**src/rar_pkg.sv**
```systemverilog
// Package for the rational arithmetic reduce unit: widths, types and codes.
`default_nettype none

package rar_pkg;

  // Width of each input numerator and denominator.
  localparam int IN_W   = 16;
  // Width of a single cross product.
  localparam int PROD_W = 2 * IN_W;
  // Working width of sums, differences and magnitudes, capped at 64 bits.
  localparam int SUM_W  = (2 * IN_W + 2 > 64) ? 64 : 2 * IN_W + 2;
  // Width of the result fields.
  localparam int OUT_W  = 34;
  // Bit counter for the divider and the count of shared factors of two.
  localparam int CNT_W  = $clog2(SUM_W);
  localparam int K_W    = $clog2(SUM_W + 1);

  typedef logic signed [IN_W-1:0]   in_t;
  typedef logic signed [PROD_W-1:0] prod_t;
  typedef logic signed [SUM_W-1:0]  sum_t;
  typedef logic        [SUM_W-1:0]  mag_t;
  typedef logic signed [OUT_W-1:0]  out_t;

  typedef enum logic [1:0] {
    OP_ADD = 2'd0,
    OP_SUB = 2'd1,
    OP_MUL = 2'd2,
    OP_DIV = 2'd3
  } op_e;

  typedef enum logic [1:0] {
    STAT_OK          = 2'd0,
    STAT_ZERO_IN_DEN = 2'd1,
    STAT_ZERO_RES_DEN = 2'd2
  } status_e;

  typedef enum logic [3:0] {
    S_IDLE,
    S_MUL0,
    S_MUL1,
    S_MUL2,
    S_MUL3,
    S_CHECK,
    S_GCD,
    S_DIVN,
    S_DIVD,
    S_FIN
  } state_e;

endpackage

`default_nettype wire

```
**src/rar_mul.sv**
```systemverilog
// Signed multiplier with a registered product, shared by all cross products.
`default_nettype none

module rar_mul (
  input  wire logic          clk,
  input  wire rar_pkg::in_t  a,
  input  wire rar_pkg::in_t  b,
  output rar_pkg::prod_t     p
);

  // One product per cycle, available the cycle after the operands.
  always_ff @(posedge clk) begin
    p <= rar_pkg::prod_t'(a) * rar_pkg::prod_t'(b);
  end

endmodule

`default_nettype wire

```
**src/rational_arith_reduce_unit.sv**
```systemverilog
// Top level: fraction arithmetic followed by reduction with a binary gcd and divider.
//
//  channel | signals                               | beat carries
//  --------+---------------------------------------+--------------------------------
//  in      | in_valid, in_ready                    | op, num_a, den_a, num_b, den_b
//  out     | out_valid, out_ready                  | res_num, res_den, status
//
// One beat runs through S_MUL0 to S_MUL3 for the three products on the shared multiplier,
// S_CHECK for the denominators, then a data-dependent binary gcd of the two magnitudes on
// the shared subtractor, then one restoring division for each of the two magnitudes.
// in_ready is high only while the block is idle. Flagged items skip the gcd and divisions.
// Reset (rst, synchronous) empties the block; a result held in the output register lets the
// next beat in while it waits.
`default_nettype none

module rational_arith_reduce_unit (
  input  wire logic                 clk,
  input  wire logic                 rst,
  input  wire logic                 in_valid,
  output logic                      in_ready,
  input  wire logic [1:0]           op,
  input  wire logic signed [15:0]   num_a,
  input  wire logic signed [15:0]   den_a,
  input  wire logic signed [15:0]   num_b,
  input  wire logic signed [15:0]   den_b,
  output logic                      out_valid,
  input  wire logic                 out_ready,
  output logic signed [33:0]        res_num,
  output logic signed [33:0]        res_den,
  output logic [1:0]                status
);

  localparam int SW = rar_pkg::SUM_W;

  rar_pkg::state_e  state, state_next;
  rar_pkg::op_e     opc;
  rar_pkg::status_e stat;
  rar_pkg::in_t     na, da, nb, db;
  rar_pkg::in_t     mul_a, mul_b;
  rar_pkg::prod_t   prod;
  rar_pkg::sum_t    rn, rd;
  rar_pkg::mag_t    u, v, g, magn, magd, q, rem;
  logic             neg_n, neg_d;
  logic [rar_pkg::K_W-1:0]   k;
  logic [rar_pkg::CNT_W-1:0] cnt;

  logic [SW:0]   sub_a, sub_b;
  logic [SW+1:0] sub_res;
  logic          sub_ge;
  rar_pkg::mag_t sub_diff;
  rar_pkg::mag_t quot;
  logic          u_zero, u_even, v_even, cnt_last, in_beat, out_load;

  assign in_beat  = in_valid && in_ready;
  assign out_load = (state == rar_pkg::S_FIN) && (!out_valid || out_ready);
  assign u_zero   = (u == '0);
  assign u_even   = ~u[0];
  assign v_even   = ~v[0];
  assign cnt_last = (cnt == rar_pkg::CNT_W'(SW - 1));

  // Shared multiplier.
  rar_mul u_mul (
    .clk (clk),
    .a   (mul_a),
    .b   (mul_b),
    .p   (prod)
  );

  // Shared subtract and compare unit; the top bit is the borrow.
  assign sub_res  = {1'b0, sub_a} - {1'b0, sub_b};
  assign sub_ge   = ~sub_res[SW+1];
  assign sub_diff = sub_res[SW-1:0];
  assign quot     = {q[SW-2:0], sub_ge};

  // Next state.
  always_comb begin
    state_next = state;
    case (state)
      rar_pkg::S_IDLE:  if (in_beat) state_next = rar_pkg::S_MUL0;
      rar_pkg::S_MUL0:  state_next = rar_pkg::S_MUL1;
      rar_pkg::S_MUL1:  state_next = rar_pkg::S_MUL2;
      rar_pkg::S_MUL2:  state_next = rar_pkg::S_MUL3;
      rar_pkg::S_MUL3:  state_next = rar_pkg::S_CHECK;
      rar_pkg::S_CHECK: begin
        if (da == '0 || db == '0 || rd == '0) state_next = rar_pkg::S_FIN;
        else state_next = rar_pkg::S_GCD;
      end
      rar_pkg::S_GCD:   if (u_zero) state_next = rar_pkg::S_DIVN;
      rar_pkg::S_DIVN:  if (cnt_last) state_next = rar_pkg::S_DIVD;
      rar_pkg::S_DIVD:  if (cnt_last) state_next = rar_pkg::S_FIN;
      rar_pkg::S_FIN:   if (out_load) state_next = rar_pkg::S_IDLE;
      default:          state_next = rar_pkg::S_IDLE;
    endcase
  end

  // Outputs of the sequencer: handshake and operand selection.
  always_comb begin
    in_ready = 1'b0;
    mul_a    = na;
    mul_b    = db;
    sub_a    = {1'b0, u};
    sub_b    = {1'b0, v};
    case (state)
      rar_pkg::S_IDLE: in_ready = 1'b1;
      rar_pkg::S_MUL0: begin
        mul_a = na;
        mul_b = (opc == rar_pkg::OP_MUL) ? nb : db;
      end
      rar_pkg::S_MUL1: begin
        mul_a = nb;
        mul_b = da;
      end
      rar_pkg::S_MUL2: begin
        mul_a = (opc == rar_pkg::OP_DIV) ? nb : da;
        mul_b = (opc == rar_pkg::OP_DIV) ? da : db;
      end
      rar_pkg::S_DIVN, rar_pkg::S_DIVD: begin
        sub_a = {rem, q[SW-1]};
        sub_b = {1'b0, g};
      end
      default: begin
      end
    endcase
  end

  // Control registers.
  always_ff @(posedge clk) begin
    if (rst) begin
      state     <= rar_pkg::S_IDLE;
      out_valid <= 1'b0;
    end else begin
      state <= state_next;
      if (out_load) out_valid <= 1'b1;
      else if (out_ready) out_valid <= 1'b0;
    end
  end

  // Datapath registers.
  always_ff @(posedge clk) begin
    case (state)
      rar_pkg::S_IDLE: begin
        if (in_beat) begin
          opc <= rar_pkg::op_e'(op);
          na  <= num_a;
          da  <= den_a;
          nb  <= num_b;
          db  <= den_b;
        end
      end
      // First product starts the numerator.
      rar_pkg::S_MUL1: rn <= rar_pkg::sum_t'(prod);
      // Second product completes the numerator of a sum or difference.
      rar_pkg::S_MUL2: begin
        if (opc == rar_pkg::OP_ADD) rn <= rn + rar_pkg::sum_t'(prod);
        else if (opc == rar_pkg::OP_SUB) rn <= rn - rar_pkg::sum_t'(prod);
      end
      rar_pkg::S_MUL3: rd <= rar_pkg::sum_t'(prod);
      // Sort out flags and take the magnitudes for the gcd.
      rar_pkg::S_CHECK: begin
        if (da == '0 || db == '0) stat <= rar_pkg::STAT_ZERO_IN_DEN;
        else if (rd == '0) stat <= rar_pkg::STAT_ZERO_RES_DEN;
        else stat <= rar_pkg::STAT_OK;
        neg_n <= rn[SW-1];
        neg_d <= rd[SW-1];
        u     <= rn[SW-1] ? rar_pkg::mag_t'(-rn) : rar_pkg::mag_t'(rn);
        v     <= rd[SW-1] ? rar_pkg::mag_t'(-rd) : rar_pkg::mag_t'(rd);
        magn  <= rn[SW-1] ? rar_pkg::mag_t'(-rn) : rar_pkg::mag_t'(rn);
        magd  <= rd[SW-1] ? rar_pkg::mag_t'(-rd) : rar_pkg::mag_t'(rd);
        k     <= '0;
      end
      // One binary gcd step per cycle; v stays nonzero throughout.
      rar_pkg::S_GCD: begin
        if (u_zero) begin
          g   <= v << k;
          q   <= magn;
          rem <= '0;
          cnt <= '0;
        end else if (u_even && v_even) begin
          u <= u >> 1;
          v <= v >> 1;
          k <= k + rar_pkg::K_W'(1);
        end else if (u_even) begin
          u <= u >> 1;
        end else if (v_even) begin
          v <= v >> 1;
        end else if (sub_ge) begin
          u <= sub_diff;
        end else begin
          u <= v;
          v <= u;
        end
      end
      // Restoring division of the numerator magnitude, one quotient bit a cycle.
      rar_pkg::S_DIVN: begin
        if (cnt_last) begin
          rn  <= neg_n ? -rar_pkg::sum_t'(quot) : rar_pkg::sum_t'(quot);
          q   <= magd;
          rem <= '0;
          cnt <= '0;
        end else begin
          rem <= sub_ge ? sub_diff : sub_a[SW-1:0];
          q   <= quot;
          cnt <= cnt + rar_pkg::CNT_W'(1);
        end
      end
      // The same for the denominator magnitude.
      rar_pkg::S_DIVD: begin
        rem <= sub_ge ? sub_diff : sub_a[SW-1:0];
        q   <= quot;
        cnt <= cnt + rar_pkg::CNT_W'(1);
        if (cnt_last) rd <= neg_d ? -rar_pkg::sum_t'(quot) : rar_pkg::sum_t'(quot);
      end
      // Output register.
      rar_pkg::S_FIN: begin
        if (out_load) begin
          res_num <= rar_pkg::out_t'(rn);
          res_den <= rar_pkg::out_t'(rd);
          status  <= stat;
        end
      end
      default: begin
      end
    endcase
  end

endmodule

`default_nettype wire

```
**config.mk**
```make
export PLATFORM = sky130hd
export DESIGN_NAME = rational_arith_reduce_unit
export DESIGN_NICKNAME = d
export VERILOG_FILES = /design/src/rar_pkg.sv /design/src/rar_mul.sv /design/src/rational_arith_reduce_unit.sv
export SDC_FILE = /design/constraint.sdc
export NUM_CORES = 2
export LEC_CHECK = 0
export BUFFER_PORTS_ARGS = -buffer_cell sky130_fd_sc_hd__buf_4
export CORE_UTILIZATION = 24
export CTS_BUF_LIST = sky130_fd_sc_hd__clkbuf_8
export DETAILED_ROUTE_END_ITERATION = 8
export SLEW_MARGIN = 0
export SYNTH_ARGS = -nofsm -noshare
export SYNTH_HDL_FRONTEND = slang
export SYNTH_HIERARCHICAL = 1
export SYNTH_SLANG_ARGS = --single-unit
```
**constraint.sdc**
```tcl
create_clock -name clk -period 18.6 [get_ports clk]
set_input_delay 1.86 -clock clk [delete_from_list [all_inputs] [get_ports clk]]
set_output_delay 1.86 -clock clk [all_outputs]
set_load 0.05 [all_outputs]
```
# Word level (Yosys, flattened, before mapping)
# Cells that the tools add are included.
# classes
addsub	8
shift	1
n_eq_ne	24
reduce_logical	31
muxes	53
mul	1
bitwise_logic	3
# op_table
operator	n
34-bit two-way mux	24
34-bit one-hot mux with 3 select lines	3
34-bit one-hot mux with 2 select lines	3
34-bit negation	3
34-bit logical NOT	2
16-bit two-way mux	3
16-bit one-hot mux with 3 select lines	1
4-bit one-hot mux with 10 select lines	1
35-bit by 35-bit subtractor with 36-bit output	1
35-bit two-way mux	1
34-bit by 32-bit adder with 34-bit output	1
34-bit by 6-bit left shift with 34-bit output	1
34-bit by 32-bit subtractor with 34-bit output	1
16-bit logical NOT	2
16-bit by 16-bit multiplier with 32-bit output	1
16-bit one-hot mux with 2 select lines	1
4-bit two-way mux	6
6-bit two-way mux	4
6-bit one-hot mux with 3 select lines	1
4-bit by 3-bit equality test with 1-bit output, second input constant	4
2-bit != test, second input constant	7
6-bit by 1-bit adder with 6-bit output, second input constant	2
6-bit one-hot mux with 2 select lines	1
2-bit AND reduction	6
other kinds (22)	41
# totals
wordCells	148
inputBits	70
reg_bits	495

# Logic depth before layout (Yosys ltp)
# depth
word_depth	10
ltp_mapped	34

# Modules after synthesis
# The synthesis kept the hierarchy.
# modules_own_cells
module	seq_area_each_um2	area_each_um2	n_inst	cells_each
rational_arith_reduce_unit	13853.3	28108.2	1	2736
rar_mul	640.6	10774.1	1	1182

# Worst setup path after synthesis
# OpenSTA, ideal clock, no wires.
# synth_path
kind	in2reg
startpoint	input out_ready
endpoint	register res_den[0] (enable)
slack_ns	11.354
path_buffers	0
t_required_ns	18.016
arrival_time_ns	6.662
stages	2
cell_sequence	nor2b_1 -> nor3_1
# synth_via
elab_chain_cells	3
# synth_lines
element	line	text
start, declared	rational_arith_reduce_unit.sv:27	input wire logic out_ready,
1-bit logical OR	rational_arith_reduce_unit.sv:55	assign out_load = (state == rar_pkg::S_FIN) && (!out_valid || out_ready);
1-bit logical AND	rational_arith_reduce_unit.sv:55	
named net out_load	rational_arith_reduce_unit.sv:52	logic u_zero, u_even, v_even, cnt_last, in_beat, out_load;
2-bit AND reduction (no line)	--	
end signal, assigned	rational_arith_reduce_unit.sv:217	res_den <= rar_pkg::out_t'(rd);
end, declared	rational_arith_reduce_unit.sv:29	output logic signed [33:0] res_den,
# The timed path passes the listed nets, and every way through them passes these cells.
# A chain may end at the register's enable or synchronous reset.

# Worst setup path after layout
# layout_path
startpoint	register state[3]
endpoint	register rn[32] (data pin)
# layout_via
elab_chain_cells	9
# layout_lines
element	line	text
start, declared	rational_arith_reduce_unit.sv:35	rar_pkg::state_e state, state_next;
start signal, assigned	rational_arith_reduce_unit.sv:129	state <= rar_pkg::S_IDLE;
start signal, assigned	rational_arith_reduce_unit.sv:132	state <= state_next;
4-bit equality test / 4-bit by 3-bit equality test with 1-bit output (equally long branches)	rational_arith_reduce_unit.sv:103, rational_arith_reduce_unit.sv:140	
2-bit OR reduction	rational_arith_reduce_unit.sv:103	case (state)
35-bit two-way mux / 34-bit two-way mux (equally long branches)	rational_arith_reduce_unit.sv:103	
35-bit by 35-bit subtractor with 36-bit output	rational_arith_reduce_unit.sv:70	assign sub_res = {1'b0, sub_a} - {1'b0, sub_b};
1-bit NOT	rational_arith_reduce_unit.sv:71	assign sub_ge = ~sub_res[SW+1];
34-bit negation	rational_arith_reduce_unit.sv:196	rn <= neg_n ? -rar_pkg::sum_t'(quot) : rar_pkg::sum_t'(quot);
34-bit two-way mux	rational_arith_reduce_unit.sv:196	
34-bit two-way mux	rational_arith_reduce_unit.sv:195	if (cnt_last) begin
34-bit one-hot mux with 3 select lines (*)	rational_arith_reduce_unit.sv:140	case (state)
end signal, assigned	rational_arith_reduce_unit.sv:151	rar_pkg::S_MUL1: rn <= rar_pkg::sum_t'(prod);
end signal, assigned	rational_arith_reduce_unit.sv:154	if (opc == rar_pkg::OP_ADD) rn <= rn + rar_pkg::sum_t'(prod);
end signal, assigned	rational_arith_reduce_unit.sv:196	
end, declared	rational_arith_reduce_unit.sv:41	rar_pkg::sum_t rn, rd;
# Every way passes the cells marked *; elsewhere a longest branch is shown, timed or not. The select of a mux whose other input is x is not followed.

==> run metrics <==
Yosys warning total=6; number of library cell types mapped by synthesis=98; drt total wl=121 mm; class of the tightest hold or removal check=flop to flop; die area=164000 um2; async set-or-reset flop fraction in the synthesized netlist=0%; die outline width=405 um; Root Driver=sky130_fd_sc_hd__clkbuf_8; final estimated routing congestion in global placement=0.882; wire length of the first global-routing pass=182 mm; Critical Path Source Type=flop; Data arrival, critical path=9140 ps; violations in the final reports=design-rule violations; maximum number of pins on one net before global-route repair=72; synthesized netlist net count=4408; share of the yosys chip area belonging to registers=37.3%; fraction of synthesized cell area taken by the top area cell type=35.4%; deepest level of the CTS H-tree=3; via count=30000; clock tree from TritonCTS=built; buffers inserted during post-CTS setup optimization=0; Std-Cell Core Area=161000 um2; area growth from synthesis to layout=13.3%; Hold-fix buffers, CTS=0; TritonCTS Buffers=89; Antenna Nets Post-Route=0; Data required, critical path=19100 ps; run status=finished with violations; Fmax achieved=116 MHz; total standard cell area after synthesis=38900 um2; top library cells by usage in the layout, fill and taps aside=sky130_fd_sc_hd__inv_1 (464), sky130_fd_sc_hd__nand2_1 (459), sky130_fd_sc_hd__edfxtp_1 (458); Final Skew=91.9 ps; detail-routed net length per standard cell=19.4 um; Longest Clk Path Bufs=3; average cell area after synthesis=9.92 um2; clock latency on the worst-skew pair=810 ps; number of storage elements in the synthesis netlist=495; most common library cell in the layout ignoring fill and taps=sky130_fd_sc_hd__inv_1; final slew viol count=0; largest cells by area after synthesis=sky130_fd_sc_hd__edfxtp_1 (35%), sky130_fd_sc_hd__fa_1 (14%), sky130_fd_sc_hd__ha_1 (5.0%), sky130_fd_sc_hd__nand2_1 (4.4%), sky130_fd_sc_hd__inv_1 (4.3%); clock-pin slew of the registers on the worst-case setup and hold paths=60 ps; Post-CTS Resized=0; largest fanout on the critical path=64; remaining max-slew budget at the tightest pin=17.7%; post-route DRC violation count=2; count of mapped cells out of synthesis=3918; commonest register cell after synthesis=sky130_fd_sc_hd__edfxtp_1; number of global-route vias before repair=29900; count of flip-flops with a built-in enable after synthesis=458; shortest period the worst path allows=8640 ps; detailed-routing iteration count for the pre-antenna-repair pass=9; Hold Fails Final Rpt=0; total of endpoints with negative setup slack in the final report=0; Initial Util=24.2%; placement row count=147; maximum capacitance violations=0; category of the critical setup timing path=flop to flop; cell taking the most area after synthesis=sky130_fd_sc_hd__edfxtp_1; slew at the pin with the worst max-slew slack=1230 ps; Die Ht=405 um; count of routing violations after the opening detailed-route iteration=3126; setup tns final=0 ps; detailed-route vias per instance=4.83; fin nets=4466; count of pins on the block boundary=142; capturing element type of the critical path=flop; HPWL after DPL=92.1 mm; fraction of layout instances using a drive strength above 1=10.0%; I/O Buffers=141; final worst path period share=46.4%; total global-route track usage=14.4%; count of clock tree sinks=495; number of antenna violations at the first check in global routing=7; leftover overflow at the end of global routing=0; setup repair after global routing missed its margin=no
==> stage by stage <==
stage               instances  worst slack (ps)  util, %  hold slack [ps]  instance area [um2]
global placement         6045             10050     26.3              421                42200
floorplan                3918             11350        -              400                38900
global route             6212              9560     27.4              448                44100
CTS                      6211             10040     27.4              431                44100
detailed placement       6045             10060     26.3              417                42200
finish                   6213              9960     27.4              427                44100
==> metal layers <==
| metal | GRT usage (%) | share of wire (%) | routed length [um] | vias to the layer above |
|---|---|---|---|---|
| li1 | - | - | - | 13800 |
| met1 | 19.1 | 43 | 51500 | 14800 |
| met2 | 23.8 | 47 | 56500 | 1217 |
| met3 | 2.34 | 7.4 | 8940 | 196 |
| met4 | 4.72 | 3.0 | 3640 | 0 |
| met5 | 0 | 0 | 0 | - |
==> path summary, 6_finish.rpt <==
path,start,end,slack [ps],depth (start not counted)
setup / recovery,state[3],rn[32],9960,24
hold / removal,stat[0],status[0],430,0
hold reg to reg,stat[0],status[0],430,0
setup reg to reg,state[3],rn[32],9960,24
==> synth_stat cells, types with 7 or more instances <==
cell type / n
sky130_fd_sc_hd__or4_1: 14
sky130_fd_sc_hd__mux2_2: 17
sky130_fd_sc_hd__xor2_1: 90
sky130_fd_sc_hd__a31oi_1: 22
sky130_fd_sc_hd__xnor2_1: 150
sky130_fd_sc_hd__and2_1: 136
sky130_fd_sc_hd__or2_2: 9
sky130_fd_sc_hd__o221ai_1: 12
sky130_fd_sc_hd__dfxtp_1: 37
sky130_fd_sc_hd__nand3_1: 41
sky130_fd_sc_hd__buf_1: 25
sky130_fd_sc_hd__or3_1: 29
sky130_fd_sc_hd__ha_1: 156
sky130_fd_sc_hd__nor3_1: 44
sky130_fd_sc_hd__mux4_2: 15
sky130_fd_sc_hd__edfxtp_1: 458
sky130_fd_sc_hd__fa_1: 264
sky130_fd_sc_hd__a22oi_1: 20
sky130_fd_sc_hd__a21boi_0: 7
sky130_fd_sc_hd__nor2b_1: 29
sky130_fd_sc_hd__nand2b_1: 29
sky130_fd_sc_hd__buf_2: 10
sky130_fd_sc_hd__nor2_1: 263
sky130_fd_sc_hd__and3_1: 20
sky130_fd_sc_hd__o211ai_1: 11
sky130_fd_sc_hd__nand2_1: 460
sky130_fd_sc_hd__clkbuf_1: 175
sky130_fd_sc_hd__a222oi_1: 67
sky130_fd_sc_hd__a21oi_1: 222
sky130_fd_sc_hd__o21ai_1: 26
sky130_fd_sc_hd__mux2i_1: 115
sky130_fd_sc_hd__and4_1: 7
sky130_fd_sc_hd__a211oi_1: 30
sky130_fd_sc_hd__o21bai_1: 8
sky130_fd_sc_hd__o21a_1: 15
sky130_fd_sc_hd__nand4_1: 20
sky130_fd_sc_hd__a21o_1: 40
sky130_fd_sc_hd__inv_1: 441
sky130_fd_sc_hd__o41ai_1: 14
sky130_fd_sc_hd__o31ai_1: 42
sky130_fd_sc_hd__nor4_1: 30
sky130_fd_sc_hd__o21ai_0: 150
sky130_fd_sc_hd__o22ai_1: 16
==> worst max-delay path, stage by stage (launching register included) <==
cell                       delay (ps)
sky130_fd_sc_hd__dfxtp_1          590
sky130_fd_sc_hd__or4b_2           630
sky130_fd_sc_hd__buf_4            340
sky130_fd_sc_hd__nand2_4          360
sky130_fd_sc_hd__buf_4            650
sky130_fd_sc_hd__mux2i_1          380
sky130_fd_sc_hd__inv_1             80
sky130_fd_sc_hd__ha_1             260
sky130_fd_sc_hd__nor2b_1          140
sky130_fd_sc_hd__o31a_1           280
sky130_fd_sc_hd__o31a_1           300
sky130_fd_sc_hd__o211ai_1         350
sky130_fd_sc_hd__a21bo_2          430
sky130_fd_sc_hd__nand2_2          110
sky130_fd_sc_hd__inv_2             70
sky130_fd_sc_hd__buf_4            590
sky130_fd_sc_hd__ha_1             350
sky130_fd_sc_hd__or4b_1           540
sky130_fd_sc_hd__or3_1            420
sky130_fd_sc_hd__nand2b_1         290
sky130_fd_sc_hd__or3_1            470
sky130_fd_sc_hd__o31ai_1          260
sky130_fd_sc_hd__xnor2_1          110
sky130_fd_sc_hd__nand2_1           80
sky130_fd_sc_hd__o211ai_1          80
==> cell type report <==
cell class	count	area, um2
Sequential cell	495	14500
Antenna cell	2	5.00
Inverter	444	1670
Clock buffer	93	1280
Fill cell	17100	117000
Timing Repair Buffer	181	1360
Clock inverter	73	586
Tap cell	2160	2700
Multi-Input combinational cell	2765	22000
==> cell families after synthesis <==
| group | Yosys count | share of synthesized area (%) |
|---|---|---|
| multiplexers | 147 | 4.32 |
| AND/OR/NAND/NOR | 1175 | 14.5 |
| flip-flops | 495 | 37.3 |
| buffers and inverters | 658 | 6.44 |
| XOR/XNOR | 240 | 5.41 |
| adder cells (fa/ha/maj) | 420 | 18.6 |
| AO/OA/AOI/OAI | 783 | 13.5 |
==> registers in the layout, indices dropped and copies added (netlist names), 32 cells and up <==
register / count
q: 34
rem: 34
res_num: 34
magd: 34
rn: 34
rd: 34
res_den: 34
magn: 34
g: 34
u_mul/p: 32
u: 34
v: 34
Power is left out: the tool's default activity adds up to more than one toggle a clock period on the data nets, which glitch-free logic cannot reach.
